<file path="src/rtl/sbrc_pkg.sv">
`timescale 1ns / 1ps
// ----------------------------------------------------------------------------
// sbrc_pkg
// Shared widths, constants and unit request types for the stereo crusher.
// ----------------------------------------------------------------------------
package sbrc_pkg;

    localparam int SAMPLE_BITS = 24;
    localparam int FRAC_BITS   = 32;
    localparam int PHASE_W     = FRAC_BITS + 2;
    localparam int MUL_W       = 34;
    localparam int ACC_W       = 2 * MUL_W;
    localparam int DIV_N_W     = 48;
    localparam int DIV_D_W     = 32;
    localparam int LEN_W       = 6;
    localparam int KNOB_W      = 17;
    localparam int SR_W        = 19;
    localparam int CFG_IDX_W   = 2;
    localparam int CFG_DATA_W  = 19;

    localparam logic [KNOB_W-1:0]    KNOB_ONE  = 17'd65536;
    localparam logic [SR_W-1:0]      BASE_RATE = 19'd44100;
    localparam logic [FRAC_BITS:0]   FX_ONE    = 33'h1_0000_0000;
    localparam logic [PHASE_W-1:0]   PHASE_MAX = 34'h3_FFFF_FFFF;
    localparam logic [FRAC_BITS-1:0] MIN_STEP  = 32'd2147484;

    localparam logic [CFG_IDX_W-1:0] REG_RATE_KNOB   = 2'd0;
    localparam logic [CFG_IDX_W-1:0] REG_REZ_KNOB    = 2'd1;
    localparam logic [CFG_IDX_W-1:0] REG_SAMPLE_RATE = 2'd2;

    typedef struct packed {
        logic             start;
        logic [MUL_W-1:0] a;
        logic [MUL_W-1:0] b;
        logic [LEN_W-1:0] len;
    } t_mul_req;

    typedef struct packed {
        logic               start;
        logic [DIV_N_W-1:0] n;
        logic [DIV_D_W-1:0] d;
        logic [LEN_W-1:0]   len;
    } t_div_req;

endpackage

</file>
<file path="src/rtl/sbrc_mul.sv">
`timescale 1ns / 1ps
// ----------------------------------------------------------------------------
// sbrc_mul
// Bit-serial shift-add multiplier, one multiplier bit per cycle, lsb first.
// ----------------------------------------------------------------------------
module sbrc_mul import sbrc_pkg::*; (
    input  logic             i_clk,
    input  logic             i_rst_n,
    input  t_mul_req         i_req,
    output logic [ACC_W-1:0] o_acc,
    output logic             o_done
);

    logic [ACC_W-1:0] r_acc, n_acc;
    logic [MUL_W-1:0] r_a, n_a;
    logic [MUL_W-1:0] r_b, n_b;
    logic [LEN_W-1:0] r_cnt, n_cnt;
    logic             r_busy, n_busy;
    logic             r_done, n_done;
    logic [MUL_W-1:0] w_addend;
    logic [MUL_W:0]   w_sum;

    always_comb begin
        w_addend = r_b[0] ? r_a : {MUL_W{1'b0}};
        w_sum    = {1'b0, r_acc[ACC_W-1:MUL_W]} + {1'b0, w_addend};
        n_acc    = r_acc;
        n_a      = r_a;
        n_b      = r_b;
        n_cnt    = r_cnt;
        n_busy   = r_busy;
        n_done   = 1'b0;
        if (i_req.start) begin
            n_acc  = '0;
            n_a    = i_req.a;
            n_b    = i_req.b;
            n_cnt  = i_req.len;
            n_busy = 1'b1;
        end else if (r_busy) begin
            n_acc = {w_sum, r_acc[MUL_W-1:1]};
            n_b   = r_b >> 1;
            n_cnt = r_cnt - 1'b1;
            if (r_cnt == LEN_W'(1)) begin
                n_busy = 1'b0;
                n_done = 1'b1;
            end
        end
    end

    always_ff @(posedge i_clk) begin
        if (!i_rst_n) begin
            r_busy <= 1'b0;
            r_done <= 1'b0;
        end else begin
            r_busy <= n_busy;
            r_done <= n_done;
        end
        r_acc <= n_acc;
        r_a   <= n_a;
        r_b   <= n_b;
        r_cnt <= n_cnt;
    end

    assign o_acc  = r_acc;
    assign o_done = r_done;

endmodule

</file>
<file path="src/rtl/sbrc_div.sv">
`timescale 1ns / 1ps
// ----------------------------------------------------------------------------
// sbrc_div
// Bit-serial restoring divider, one quotient bit per cycle, msb first.
// ----------------------------------------------------------------------------
module sbrc_div import sbrc_pkg::*; (
    input  logic               i_clk,
    input  logic               i_rst_n,
    input  t_div_req           i_req,
    output logic [DIV_N_W-1:0] o_quot,
    output logic               o_done
);

    logic [DIV_D_W-1:0] r_rem, n_rem;
    logic [DIV_D_W-1:0] r_d, n_d;
    logic [DIV_N_W-1:0] r_n, n_n;
    logic [DIV_N_W-1:0] r_q, n_q;
    logic [LEN_W-1:0]   r_cnt, n_cnt;
    logic               r_busy, n_busy;
    logic               r_done, n_done;
    logic [DIV_D_W:0]   w_trial;
    logic [DIV_D_W:0]   w_diff;
    logic               w_ge;

    always_comb begin
        w_trial = {r_rem, r_n[DIV_N_W-1]};
        w_diff  = w_trial - {1'b0, r_d};
        w_ge    = (w_trial >= {1'b0, r_d});
        n_rem   = r_rem;
        n_d     = r_d;
        n_n     = r_n;
        n_q     = r_q;
        n_cnt   = r_cnt;
        n_busy  = r_busy;
        n_done  = 1'b0;
        if (i_req.start) begin
            n_rem  = '0;
            n_d    = i_req.d;
            n_n    = i_req.n;
            n_q    = '0;
            n_cnt  = i_req.len;
            n_busy = 1'b1;
        end else if (r_busy) begin
            n_rem = w_ge ? w_diff[DIV_D_W-1:0] : w_trial[DIV_D_W-1:0];
            n_n   = {r_n[DIV_N_W-2:0], 1'b0};
            n_q   = {r_q[DIV_N_W-2:0], w_ge};
            n_cnt = r_cnt - 1'b1;
            if (r_cnt == LEN_W'(1)) begin
                n_busy = 1'b0;
                n_done = 1'b1;
            end
        end
    end

    always_ff @(posedge i_clk) begin
        if (!i_rst_n) begin
            r_busy <= 1'b0;
            r_done <= 1'b0;
        end else begin
            r_busy <= n_busy;
            r_done <= n_done;
        end
        r_rem <= n_rem;
        r_d   <= n_d;
        r_n   <= n_n;
        r_q   <= n_q;
        r_cnt <= n_cnt;
    end

    assign o_quot = r_q;
    assign o_done = r_done;

endmodule

</file>
<file path="src/rtl/stereo_soft_bit_rate_crusher.sv">
`timescale 1ns / 1ps
// ----------------------------------------------------------------------------
// stereo_soft_bit_rate_crusher
// Stereo sample rate and bit depth crusher with soft re-sampling.
//
// Input stream: one stereo word per item, left in the low half of tdata.
// Output stream: one crushed stereo word per input word, same packing.
// Configuration: plain write port (rate knob, rez knob, host sample rate),
// to be written only while the block is idle; the block does not enforce it.
// One word is worked at a time. All arithmetic runs through one bit-serial
// multiplier and one bit-serial divider, so the time a word takes from
// acceptance to the output register is set by the operand lengths of the
// two serial units; it grows when the phase wraps and grows again when
// depth reduction is active as well.
// The next word is accepted as soon as the current one sits in the output
// register; if the receiver stalls with the register full, the finished
// word waits and no further input is taken until the register drains.
// Reset clears the held, previous and phase state, both smoothed steps and
// the output valid flag, and sets the knobs to full scale and 44100 Hz.
// ----------------------------------------------------------------------------
module stereo_soft_bit_rate_crusher import sbrc_pkg::*; (
    input  logic                  i_clk,
    input  logic                  i_rst_n,
    input  logic                  i_s_axis_tvalid,
    output logic                  o_s_axis_tready,
    input  logic [47:0]           i_s_axis_tdata,   // left_sample, right_sample
    output logic                  o_m_axis_tvalid,
    input  logic                  i_m_axis_tready,
    output logic [47:0]           o_m_axis_tdata,   // left_out, right_out
    input  logic                  i_cfg_we,
    input  logic [CFG_IDX_W-1:0]  i_cfg_idx,
    input  logic [CFG_DATA_W-1:0] i_cfg_data
);

    typedef enum logic [19:0] {
        S_IDLE  = 20'h00001,
        S_KA2   = 20'h00002,
        S_KA3   = 20'h00004,
        S_RB2   = 20'h00008,
        S_RB3   = 20'h00010,
        S_TDEP  = 20'h00020,
        S_TAM   = 20'h00040,
        S_TRATE = 20'h00080,
        S_RSM   = 20'h00100,
        S_RSD   = 20'h00200,
        S_DSM   = 20'h00400,
        S_DSD   = 20'h00800,
        S_PHASE = 20'h01000,
        S_RES   = 20'h02000,
        S_SOFT  = 20'h04000,
        S_QCHK  = 20'h08000,
        S_QD    = 20'h10000,
        S_QM    = 20'h20000,
        S_QS    = 20'h40000,
        S_DONE  = 20'h80000
    } t_state;

    localparam logic signed [29:0] SAT_HI = 30'sd8388607;
    localparam logic signed [29:0] SAT_LO = -30'sd8388608;

    function automatic logic [SAMPLE_BITS-1:0] sat_sample(input logic signed [29:0] v);
        logic [SAMPLE_BITS-1:0] res;
        if (v > SAT_HI) begin
            res = SAT_HI[SAMPLE_BITS-1:0];
        end else if (v < SAT_LO) begin
            res = SAT_LO[SAMPLE_BITS-1:0];
        end else begin
            res = v[SAMPLE_BITS-1:0];
        end
        return res;
    endfunction

    t_state r_state, n_state;
    logic   r_go, n_go;
    logic   r_ch, n_ch;

    logic [KNOB_W-1:0] r_rate_knob, r_rez_knob;
    logic [SR_W-1:0]   r_sr;

    logic signed [SAMPLE_BITS-1:0] r_in [2], n_in [2];
    logic signed [SAMPLE_BITS-1:0] r_prev [2], n_prev [2];
    logic signed [SAMPLE_BITS-1:0] r_hold [2], n_hold [2];
    logic signed [SAMPLE_BITS-1:0] r_nl [2], n_nl [2];
    logic signed [SAMPLE_BITS-1:0] r_ol [2], n_ol [2];

    logic [PHASE_W-1:0]   r_phase, n_phase;
    logic [PHASE_W-1:0]   r_rate_step, n_rate_step;
    logic [PHASE_W-1:0]   r_trate, n_trate;
    logic [FRAC_BITS-1:0] r_depth_step, n_depth_step;
    logic [FRAC_BITS-1:0] r_tdepth, n_tdepth;
    logic [FRAC_BITS:0]   r_ta, n_ta;
    logic [47:0]          r_t, n_t;
    logic [12:0]          r_quot, n_quot;
    logic                 r_out_valid, n_out_valid;
    logic [47:0]          r_out_data, n_out_data;

    t_mul_req           w_mul_req;
    t_div_req           w_div_req;
    logic [ACC_W-1:0]   w_mul_acc;
    logic               w_mul_done;
    logic [DIV_N_W-1:0] w_div_q;
    logic               w_div_done;

    logic                          w_in_acc;
    logic [SR_W-1:0]               w_sr;
    logic [KNOB_W-1:0]             w_ka, w_kb, w_rr;
    logic [FRAC_BITS+1:0]          w_soft_sum;
    logic [FRAC_BITS:0]            w_soft;
    logic signed [SAMPLE_BITS-1:0] w_in_c, w_prev_c, w_hold_c, w_nl_c, w_ol_c;
    logic signed [SAMPLE_BITS:0]   w_res_diff, w_soft_diff;
    logic [SAMPLE_BITS:0]          w_res_mag, w_soft_mag;
    logic [SAMPLE_BITS-1:0]        w_ol_mag;
    logic [33:0]                   w_qn;
    logic [FRAC_BITS:0]            w_one_minus;
    logic [33:0]                   w_ta_sum;
    logic [34:0]                   w_ph_sum, w_ph_sub, w_ph_sel;
    logic [PHASE_W-1:0]            w_ph_new;
    logic                          w_ph_over;
    logic [34:0]                   w_q_sum;
    logic                          w_sign_neg;
    logic [58:0]                   w_rnd_add, w_rsum;
    logic [29:0]                   w_rp_ext;
    logic signed [SAMPLE_BITS-1:0] w_base;
    logic signed [29:0]            w_mix;
    logic [SAMPLE_BITS-1:0]        w_mix_sat;

    assign w_in_acc        = i_s_axis_tvalid & o_s_axis_tready;
    assign o_s_axis_tready = (r_state == S_IDLE);
    assign o_m_axis_tvalid = r_out_valid;
    assign o_m_axis_tdata  = r_out_data;

    // knob shaping and per-channel operands
    always_comb begin
        w_sr        = (r_sr == '0) ? SR_W'(1) : r_sr;
        w_ka        = (r_rate_knob > KNOB_ONE) ? KNOB_ONE : r_rate_knob;
        w_kb        = (r_rez_knob > KNOB_ONE) ? KNOB_ONE : r_rez_knob;
        w_rr        = KNOB_ONE - w_kb;
        w_soft_sum  = {1'b0, FX_ONE} + {1'b0, r_ta};
        w_soft      = w_soft_sum[FRAC_BITS+1:1];
        w_in_c      = r_in[r_ch];
        w_prev_c    = r_prev[r_ch];
        w_hold_c    = r_hold[r_ch];
        w_nl_c      = r_nl[r_ch];
        w_ol_c      = r_ol[r_ch];
        w_res_diff  = {w_prev_c[SAMPLE_BITS-1], w_prev_c} - {w_in_c[SAMPLE_BITS-1], w_in_c};
        w_soft_diff = {w_nl_c[SAMPLE_BITS-1], w_nl_c} - {w_hold_c[SAMPLE_BITS-1], w_hold_c};
        w_res_mag   = w_res_diff[SAMPLE_BITS] ? (~w_res_diff + 25'd1) : w_res_diff;
        w_soft_mag  = w_soft_diff[SAMPLE_BITS] ? (~w_soft_diff + 25'd1) : w_soft_diff;
        w_ol_mag    = w_ol_c[SAMPLE_BITS-1] ? (~w_ol_c + 24'd1) : w_ol_c;
        w_qn        = {1'b0, w_ol_mag, 9'b0} + {2'b0, r_depth_step} - 34'd1;
        w_one_minus = FX_ONE - {1'b0, r_depth_step};
        w_ta_sum    = w_mul_acc[66:33] + 34'(MIN_STEP);
        w_ph_sum    = {1'b0, r_phase} + {1'b0, r_rate_step};
        w_ph_over   = (w_ph_sum > {2'b0, FX_ONE});
        w_ph_sub    = w_ph_sum - {2'b0, FX_ONE};
        w_ph_sel    = w_ph_over ? w_ph_sub : w_ph_sum;
        w_ph_new    = (w_ph_sel > {1'b0, PHASE_MAX}) ? PHASE_MAX : w_ph_sel[PHASE_W-1:0];
        w_q_sum     = w_mul_acc[55:21] + 35'd256;
    end

    // signed rounding and blend after a product
    always_comb begin
        w_sign_neg = w_ol_c[SAMPLE_BITS-1];
        w_base     = '0;
        if (r_state == S_RES) begin
            w_sign_neg = w_res_diff[SAMPLE_BITS];
            w_base     = w_in_c;
        end else if (r_state == S_SOFT) begin
            w_sign_neg = w_soft_diff[SAMPLE_BITS];
            w_base     = w_hold_c;
        end
        w_rnd_add = (w_sign_neg && (r_state != S_QS)) ? 59'h0_7FFF_FFFF : 59'h0_8000_0000;
        w_rsum    = w_mul_acc[67:9] + w_rnd_add;
        w_rp_ext  = {3'b0, w_rsum[58:32]};
        w_mix     = {{6{w_base[SAMPLE_BITS-1]}}, w_base}
                  + (w_sign_neg ? (~w_rp_ext + 30'd1) : w_rp_ext);
        w_mix_sat = sat_sample(w_mix);
    end

    // serial unit operands
    always_comb begin
        w_mul_req = '0;
        w_div_req = '0;
        unique case (r_state)
            S_KA2: begin
                w_mul_req = '{r_go, MUL_W'(w_ka), MUL_W'(w_ka), LEN_W'(17)};
            end
            S_KA3: begin
                w_mul_req = '{r_go, r_t[MUL_W-1:0], MUL_W'(w_ka), LEN_W'(17)};
            end
            S_RB2: begin
                w_mul_req = '{r_go, MUL_W'(w_rr), MUL_W'(w_rr), LEN_W'(17)};
            end
            S_RB3: begin
                w_mul_req = '{r_go, r_t[MUL_W-1:0], MUL_W'(w_rr), LEN_W'(17)};
            end
            S_TDEP: begin
                w_div_req = '{r_go, {r_t[32:0], 15'b0}, 32'd3, LEN_W'(33)};
            end
            S_TAM: begin
                w_mul_req = '{r_go, MUL_W'(r_ta), MUL_W'(BASE_RATE), LEN_W'(16)};
            end
            S_TRATE: begin
                w_div_req = '{r_go, r_t, DIV_D_W'(w_sr), LEN_W'(48)};
            end
            S_RSM: begin
                w_mul_req = '{r_go, r_rate_step, MUL_W'(999), LEN_W'(10)};
            end
            S_RSD: begin
                w_div_req = '{r_go, r_t, 32'd1000, LEN_W'(48)};
            end
            S_DSM: begin
                w_mul_req = '{r_go, MUL_W'(r_depth_step), MUL_W'(999), LEN_W'(10)};
            end
            S_DSD: begin
                w_div_req = '{r_go, r_t, 32'd1000, LEN_W'(48)};
            end
            S_RES: begin
                w_mul_req = '{r_go, r_phase, MUL_W'(w_res_mag), LEN_W'(25)};
            end
            S_SOFT: begin
                w_mul_req = '{r_go, MUL_W'(w_soft), MUL_W'(w_soft_mag), LEN_W'(25)};
            end
            S_QD: begin
                w_div_req = '{r_go, {w_qn, 14'b0}, r_depth_step, LEN_W'(34)};
            end
            S_QM: begin
                w_mul_req = '{r_go, MUL_W'(r_depth_step), MUL_W'(r_quot), LEN_W'(13)};
            end
            S_QS: begin
                w_mul_req = '{r_go, MUL_W'(w_one_minus), MUL_W'(r_t[24:0]), LEN_W'(25)};
            end
            default: begin
                w_mul_req = '0;
            end
        endcase
    end

    // sequencer
    always_comb begin
        n_state      = r_state;
        n_go         = 1'b0;
        n_ch         = r_ch;
        n_in         = r_in;
        n_prev       = r_prev;
        n_hold       = r_hold;
        n_nl         = r_nl;
        n_ol         = r_ol;
        n_phase      = r_phase;
        n_rate_step  = r_rate_step;
        n_trate      = r_trate;
        n_depth_step = r_depth_step;
        n_tdepth     = r_tdepth;
        n_ta         = r_ta;
        n_t          = r_t;
        n_quot       = r_quot;
        n_out_valid  = r_out_valid & ~i_m_axis_tready;
        n_out_data   = r_out_data;
        unique case (r_state)
            S_IDLE: begin
                if (w_in_acc) begin
                    n_in[0] = i_s_axis_tdata[23:0];
                    n_in[1] = i_s_axis_tdata[47:24];
                    n_state = S_KA2;
                    n_go    = 1'b1;
                end
            end
            S_KA2: begin
                if (w_mul_done) begin
                    n_t     = w_mul_acc[64:17];
                    n_state = S_KA3;
                    n_go    = 1'b1;
                end
            end
            S_KA3: begin
                if (w_mul_done) begin
                    n_ta    = (w_ta_sum > {1'b0, FX_ONE}) ? FX_ONE : w_ta_sum[FRAC_BITS:0];
                    n_state = S_RB2;
                    n_go    = 1'b1;
                end
            end
            S_RB2: begin
                if (w_mul_done) begin
                    n_t     = w_mul_acc[64:17];
                    n_state = S_RB3;
                    n_go    = 1'b1;
                end
            end
            S_RB3: begin
                if (w_mul_done) begin
                    n_t     = 48'(w_mul_acc[66:33]) + 48'd1;
                    n_state = S_TDEP;
                    n_go    = 1'b1;
                end
            end
            S_TDEP: begin
                if (w_div_done) begin
                    n_tdepth = w_div_q[FRAC_BITS-1:0];
                    n_state  = S_TAM;
                    n_go     = 1'b1;
                end
            end
            S_TAM: begin
                if (w_mul_done) begin
                    n_t     = w_mul_acc[65:18] + 48'(w_sr[SR_W-1:1]);
                    n_state = S_TRATE;
                    n_go    = 1'b1;
                end
            end
            S_TRATE: begin
                if (w_div_done) begin
                    n_trate = (w_div_q > 48'(PHASE_MAX)) ? PHASE_MAX : w_div_q[PHASE_W-1:0];
                    n_state = S_RSM;
                    n_go    = 1'b1;
                end
            end
            S_RSM: begin
                if (w_mul_done) begin
                    n_t     = 48'(w_mul_acc[67:24]) + 48'(r_trate) + 48'd500;
                    n_state = S_RSD;
                    n_go    = 1'b1;
                end
            end
            S_RSD: begin
                if (w_div_done) begin
                    n_rate_step = (w_div_q > 48'(PHASE_MAX)) ? PHASE_MAX
                                                             : w_div_q[PHASE_W-1:0];
                    n_state     = S_DSM;
                    n_go        = 1'b1;
                end
            end
            S_DSM: begin
                if (w_mul_done) begin
                    n_t     = 48'(w_mul_acc[67:24]) + 48'(r_tdepth) + 48'd500;
                    n_state = S_DSD;
                    n_go    = 1'b1;
                end
            end
            S_DSD: begin
                if (w_div_done) begin
                    n_depth_step = w_div_q[FRAC_BITS-1:0];
                    n_state      = S_PHASE;
                end
            end
            S_PHASE: begin
                n_phase = w_ph_new;
                if (w_ph_over) begin
                    n_state = S_RES;
                    n_go    = 1'b1;
                end else begin
                    n_ol[0] = r_hold[0];
                    n_ol[1] = r_hold[1];
                    n_state = S_QCHK;
                end
            end
            S_RES: begin
                if (w_mul_done) begin
                    n_nl[r_ch] = w_mix_sat;
                    n_go       = 1'b1;
                    if (!r_ch) begin
                        n_ch = 1'b1;
                    end else begin
                        n_ch    = 1'b0;
                        n_state = S_SOFT;
                    end
                end
            end
            S_SOFT: begin
                if (w_mul_done) begin
                    n_ol[r_ch]   = w_mix_sat;
                    n_hold[r_ch] = r_nl[r_ch];
                    if (!r_ch) begin
                        n_ch = 1'b1;
                        n_go = 1'b1;
                    end else begin
                        n_ch    = 1'b0;
                        n_state = S_QCHK;
                    end
                end
            end
            S_QCHK: begin
                if (r_depth_step > MIN_STEP) begin
                    n_state = S_QD;
                    n_go    = 1'b1;
                end else begin
                    n_state = S_DONE;
                end
            end
            S_QD: begin
                if (w_div_done) begin
                    n_quot  = w_div_q[12:0];
                    n_state = S_QM;
                    n_go    = 1'b1;
                end
            end
            S_QM: begin
                if (w_mul_done) begin
                    n_t     = 48'(w_q_sum[34:9]);
                    n_state = S_QS;
                    n_go    = 1'b1;
                end
            end
            S_QS: begin
                if (w_mul_done) begin
                    n_ol[r_ch] = w_mix_sat;
                    if (!r_ch) begin
                        n_ch    = 1'b1;
                        n_state = S_QD;
                        n_go    = 1'b1;
                    end else begin
                        n_ch    = 1'b0;
                        n_state = S_DONE;
                    end
                end
            end
            S_DONE: begin
                if (!r_out_valid || i_m_axis_tready) begin
                    n_out_valid = 1'b1;
                    n_out_data  = {r_ol[1], r_ol[0]};
                    n_prev      = r_in;
                    n_state     = S_IDLE;
                end
            end
            default: begin
                n_state = S_IDLE;
            end
        endcase
    end

    always_ff @(posedge i_clk) begin
        if (!i_rst_n) begin
            r_state      <= S_IDLE;
            r_go         <= 1'b0;
            r_ch         <= 1'b0;
            r_out_valid  <= 1'b0;
            r_prev[0]    <= '0;
            r_prev[1]    <= '0;
            r_hold[0]    <= '0;
            r_hold[1]    <= '0;
            r_phase      <= '0;
            r_rate_step  <= '0;
            r_depth_step <= '0;
        end else begin
            r_state      <= n_state;
            r_go         <= n_go;
            r_ch         <= n_ch;
            r_out_valid  <= n_out_valid;
            r_prev       <= n_prev;
            r_hold       <= n_hold;
            r_phase      <= n_phase;
            r_rate_step  <= n_rate_step;
            r_depth_step <= n_depth_step;
        end
        r_in       <= n_in;
        r_nl       <= n_nl;
        r_ol       <= n_ol;
        r_trate    <= n_trate;
        r_tdepth   <= n_tdepth;
        r_ta       <= n_ta;
        r_t        <= n_t;
        r_quot     <= n_quot;
        r_out_data <= n_out_data;
    end

    // configuration registers
    always_ff @(posedge i_clk) begin
        if (!i_rst_n) begin
            r_rate_knob <= KNOB_ONE;
            r_rez_knob  <= KNOB_ONE;
            r_sr        <= BASE_RATE;
        end else if (i_cfg_we) begin
            unique case (i_cfg_idx)
                REG_RATE_KNOB:   r_rate_knob <= i_cfg_data[KNOB_W-1:0];
                REG_REZ_KNOB:    r_rez_knob  <= i_cfg_data[KNOB_W-1:0];
                REG_SAMPLE_RATE: r_sr        <= i_cfg_data[SR_W-1:0];
                default: begin
                end
            endcase
        end
    end

    sbrc_mul u_mul (
        .i_clk   (i_clk),
        .i_rst_n (i_rst_n),
        .i_req   (w_mul_req),
        .o_acc   (w_mul_acc),
        .o_done  (w_mul_done)
    );

    sbrc_div u_div (
        .i_clk   (i_clk),
        .i_rst_n (i_rst_n),
        .i_req   (w_div_req),
        .o_quot  (w_div_q),
        .o_done  (w_div_done)
    );

    a_state_onehot: assert property (@(posedge i_clk) disable iff (!i_rst_n)
        $onehot(r_state))
        else $error("sequencer state not one-hot");

    a_accept_starts: assert property (@(posedge i_clk) disable iff (!i_rst_n)
        w_in_acc |=> (r_state == S_KA2 && r_go))
        else $error("accepted word did not start the sequence");

    a_done_holds: assert property (@(posedge i_clk) disable iff (!i_rst_n)
        (r_state == S_DONE && r_out_valid && !i_m_axis_tready)
        |=> (r_state == S_DONE && r_out_valid))
        else $error("finished word overwrote a waiting output");

    a_channel_home: assert property (@(posedge i_clk) disable iff (!i_rst_n)
        (r_state == S_QCHK || r_state == S_IDLE || r_state == S_PHASE) |-> !r_ch)
        else $error("channel select not back on left");

endmodule

</file>
<file path="config.mk">
export PLATFORM = sky130hd
export DESIGN_NAME = stereo_soft_bit_rate_crusher
export DESIGN_NICKNAME = d
export VERILOG_FILES = /design/src/rtl/sbrc_pkg.sv /design/src/rtl/sbrc_mul.sv /design/src/rtl/sbrc_div.sv /design/src/rtl/stereo_soft_bit_rate_crusher.sv
export SDC_FILE = /design/constraint.sdc
export NUM_CORES = 2
export LEC_CHECK = 0
export ABC_AREA = 1
export BUFFER_PORTS_ARGS = -buffer_cell sky130_fd_sc_hd__buf_2
export CAP_MARGIN = 20
export CORE_ASPECT_RATIO = 1.2
export CORE_UTILIZATION = 38
export CTS_CLUSTER_SIZE = 25
export DETAILED_ROUTE_END_ITERATION = 10
export GPL_TIMING_DRIVEN = 0
export PLACE_DENSITY = 0.64
export REMOVE_ABC_BUFFERS = 1
export SYNTH_ARGS = -nofsm -noshare
export SYNTH_HDL_FRONTEND = slang
export SYNTH_HIERARCHICAL = 1
export SYNTH_SLANG_ARGS = --single-unit
</file>
<file path="constraint.sdc">
create_clock -name i_clk -period 13.2 [get_ports i_clk]
set_clock_uncertainty 0.05 [all_clocks]
set_input_delay 2.64 -clock i_clk [delete_from_list [all_inputs] [get_ports i_clk]]
set_output_delay 2.64 -clock i_clk [all_outputs]
set_load 0.05 [all_outputs]
</file>
==> results.md <==
- Run status: finished, final reports clean
- Die ar.: 0.174 mm^2
- CTS H-tree depth: 3
- Total via count after detailed routing: 65,326
- Final antenna-violating net count: 0
- Remaining global-route overflow: 0
- Start-to-end type of the worst setup path: reg -> reg
- Routed wire length per instance: 27.4 um
- Detailed placement HPWL: 251 mm
- Post-route core utilization: 42.7%
- WP data required: 13.68 ns
- Worst-path clk slew: 0.07 ns
- Wire length of the first global-routing pass: 440 mm
- Number of cells produced by synthesis: 9,102
- Initial antenna violation count: 15
- Largest net degree at the start of global routing: 132
- Worst hold slack: 0.395 ns
- Static leakage: 32.2 nW
- Root buffer cell: clkbuf_16
- Clock tree from TritonCTS: yes
- Effective utilization at floorplan: 38.3%
- Standard-cell row count: 166
- Residual DRC count: 0
- Setup-failing EPs final: 0
- Worst slew margin: 11.5%
- Final critical-path required period: 12.68 ns
- Crit-path slowest cell: dfxtp_4
- Worst Setup End Kind: flip-flop
- Horizontal extent of the die: 381 um
- GP Congestion: 1.04
- Syn_area_per_cell: 7.20 um^2
- Path category of the worst min-delay check: reg -> reg
- Hold Violations, Final: 0
- Startpoint of the worst-slack reg-to-reg timing path: r_ch
- Max Cap Violations: 0
- Nets: 9,614
- Startpoint of the most critical hold path: r_ol[26]
- Worst-Skew Late Latency: 0.79 ns
- Number of placed instances with taps included: 11,268
- Netlist area before placement: 0.0655 mm^2
- Final clock period utilization by the worst path: 96.0%
- Number of iterations in the first detailed-routing pass: 7
- I/O Pins: 124
- Buffers added on ports: 123
- Top achievable clock speed: 78.9 MHz
- Number of global-route vias before repair: 60,602
- Mean number of vias per cell: 5.69
- DRC marker count from the first detailed-route iteration: 6,828
- Clock buffer count from CTS: 104
- Largest stage delay on the critical path: 0.61 ns
- Number of warning messages in the yosys log: 6
- Total power draw: 11.9 mW
- Share of final-layout standard cells stronger than drive strength 1: 6.91%
- RSZ-0062 raised after global routing: false
- CTS sink count: 927
- Startpoint class of the critical path: flip-flop
- Relative area change from synthesis to final layout: 11.5%
- Final-report max-slew violation count: 0
- Detailed-route wire length: 315 mm
- Number of hold-repair buffers added at the cts stage: 0
- GRT Overall Usage: 35.1%
- Power per cell area: 162 mW/mm^2
- Worst setup path startpoint: r_ch
- Core Region: 0.171 mm^2
- Most numerous cell on the critical path: nand2_1
- WP data arrival: 13.16 ns
- Largest fanout of any net on the critical path: 71
- Total negative slack: 0 ns
- Worst-case vdd ir drop: 128 uV
- Number of buffers between clock root and the deepest sink: 3
- Worst slew pin tran: 1.31 ns
- Vertical die dimension: 457 um
- Fin cells: 11,482
## per-stage QoR
stage	area, um^2	worst slack [ns]
6_report	73100	0.522
3_3_place_gp	67600	-7.39
5_1_grt	73000	0.0396
3_5_place_dp	69300	-0.387
4_1_cts	73000	0.169
2_1_floorplan	64200	0.506
## critical path: cells and delay by family (launching register included)
kind,cells,cell delay [ns]
adder cells (fa/ha/maj),5,1.70
buffers and inverters,10,1.96
AND/OR/NAND/NOR,29,4.39
XOR/XNOR,2,0.63
flip-flops,1,0.61
AO/OA/AOI/OAI,12,2.81
## repair_timing
item,4_1_cts,5_1_grt
setup buffers,0,3
pin swaps,2,1
gates cloned,2,0
endpoints found under the setup margin,70,92
resized for setup,2,3
## sequential cells by signal, indices dropped and copies added (netlist names), 19 cells and up
signal	flops
r_trate	34
r_in	48
r_ta	33
u_div/r_n	48
r_hold	48
u_mul/r_b	34
r_nl	48
r_state	20
u_div/r_d	32
u_mul/r_a	34
r_rate_step	34
r_ol	48
r_depth_step	32
r_sr	19
r_tdepth	32
u_div/r_rem	32
u_div/o_quot	48
o_m_axis_tdata	48
r_t	48
r_prev	48
r_phase	34
u_mul/o_acc	59
## power breakdown
part / switching, mW / leakage [nW] / total [mW] / internal, mW
combinational: 3.41 / 22.8 / 4.78 / 1.37
clock: 1.38 / 1.72 / 3.11 / 1.73
sequential: 0.602 / 7.74 / 3.98 / 3.38
## cell type report
cell class	count	area [um^2]
Clock buffer	129	2810
Inverter	1300	4890
Multi-Input combinational cell	6554	35900
Antenna cell	10	25.0
Sequential cell	927	23700
Timing Repair Buffer	227	2120
Clock inverter	67	797
Fill cell	17554	97900
Tap cell	2268	2840
## worst paths after layout
check	to	slack (ns)	cells after the start
setup reg to reg	r_ol[39]	0.52	58
hold / removal	o_m_axis_tdata[2]	0.39	0
hold reg to reg	o_m_axis_tdata[2]	0.39	0
setup / recovery	r_ol[39]	0.52	58
## placed cells by master, fill, tap and decap left out, types with 17 or more instances in the layout
| cell | instances |
|---|---|
| inv_2 | 27 |
| a31oi_1 | 57 |
| clkinv_1 | 22 |
| nor2_2 | 31 |
| nand3_1 | 413 |
| a21boi_0 | 23 |
| buf_12 | 28 |
| nand4_1 | 120 |
| nor4_1 | 40 |
| a21oi_1 | 563 |
| o221ai_1 | 44 |
| ha_1 | 416 |
| a311oi_1 | 56 |
| mux2i_1 | 39 |
| o2111ai_1 | 39 |
| xnor2_1 | 88 |
| buf_2 | 139 |
| a211oi_1 | 21 |
| nor2_4 | 23 |
| a221oi_1 | 35 |
| edfxtp_1 | 512 |
| nand2_1 | 2284 |
| nor2_1 | 817 |
| dfxtp_1 | 414 |
| clkbuf_16 | 106 |
| nand3b_1 | 32 |
| a22oi_1 | 30 |
| or2_2 | 40 |
| xor2_1 | 180 |
| o22ai_1 | 123 |
| o21ai_0 | 577 |
| clkinv_2 | 17 |
| o21ai_1 | 33 |
| nor3_1 | 114 |
| o211ai_1 | 42 |
| o41ai_1 | 23 |
| o21bai_1 | 22 |
| buf_4 | 28 |
| nand2_2 | 63 |
| inv_1 | 1251 |
## metal layers
metal | up-vias | track usage (%) | share of wire [%]
met5 | - | 0 | 0.021
met4 | 10 | 27.1 | 9.0
met3 | 731 | 5.36 | 7.3
met2 | 3062 | 55.4 | 44
met1 | 31039 | 42.9 | 39
li1 | 30484 | - | -
(Power assumes the default switching activity.)
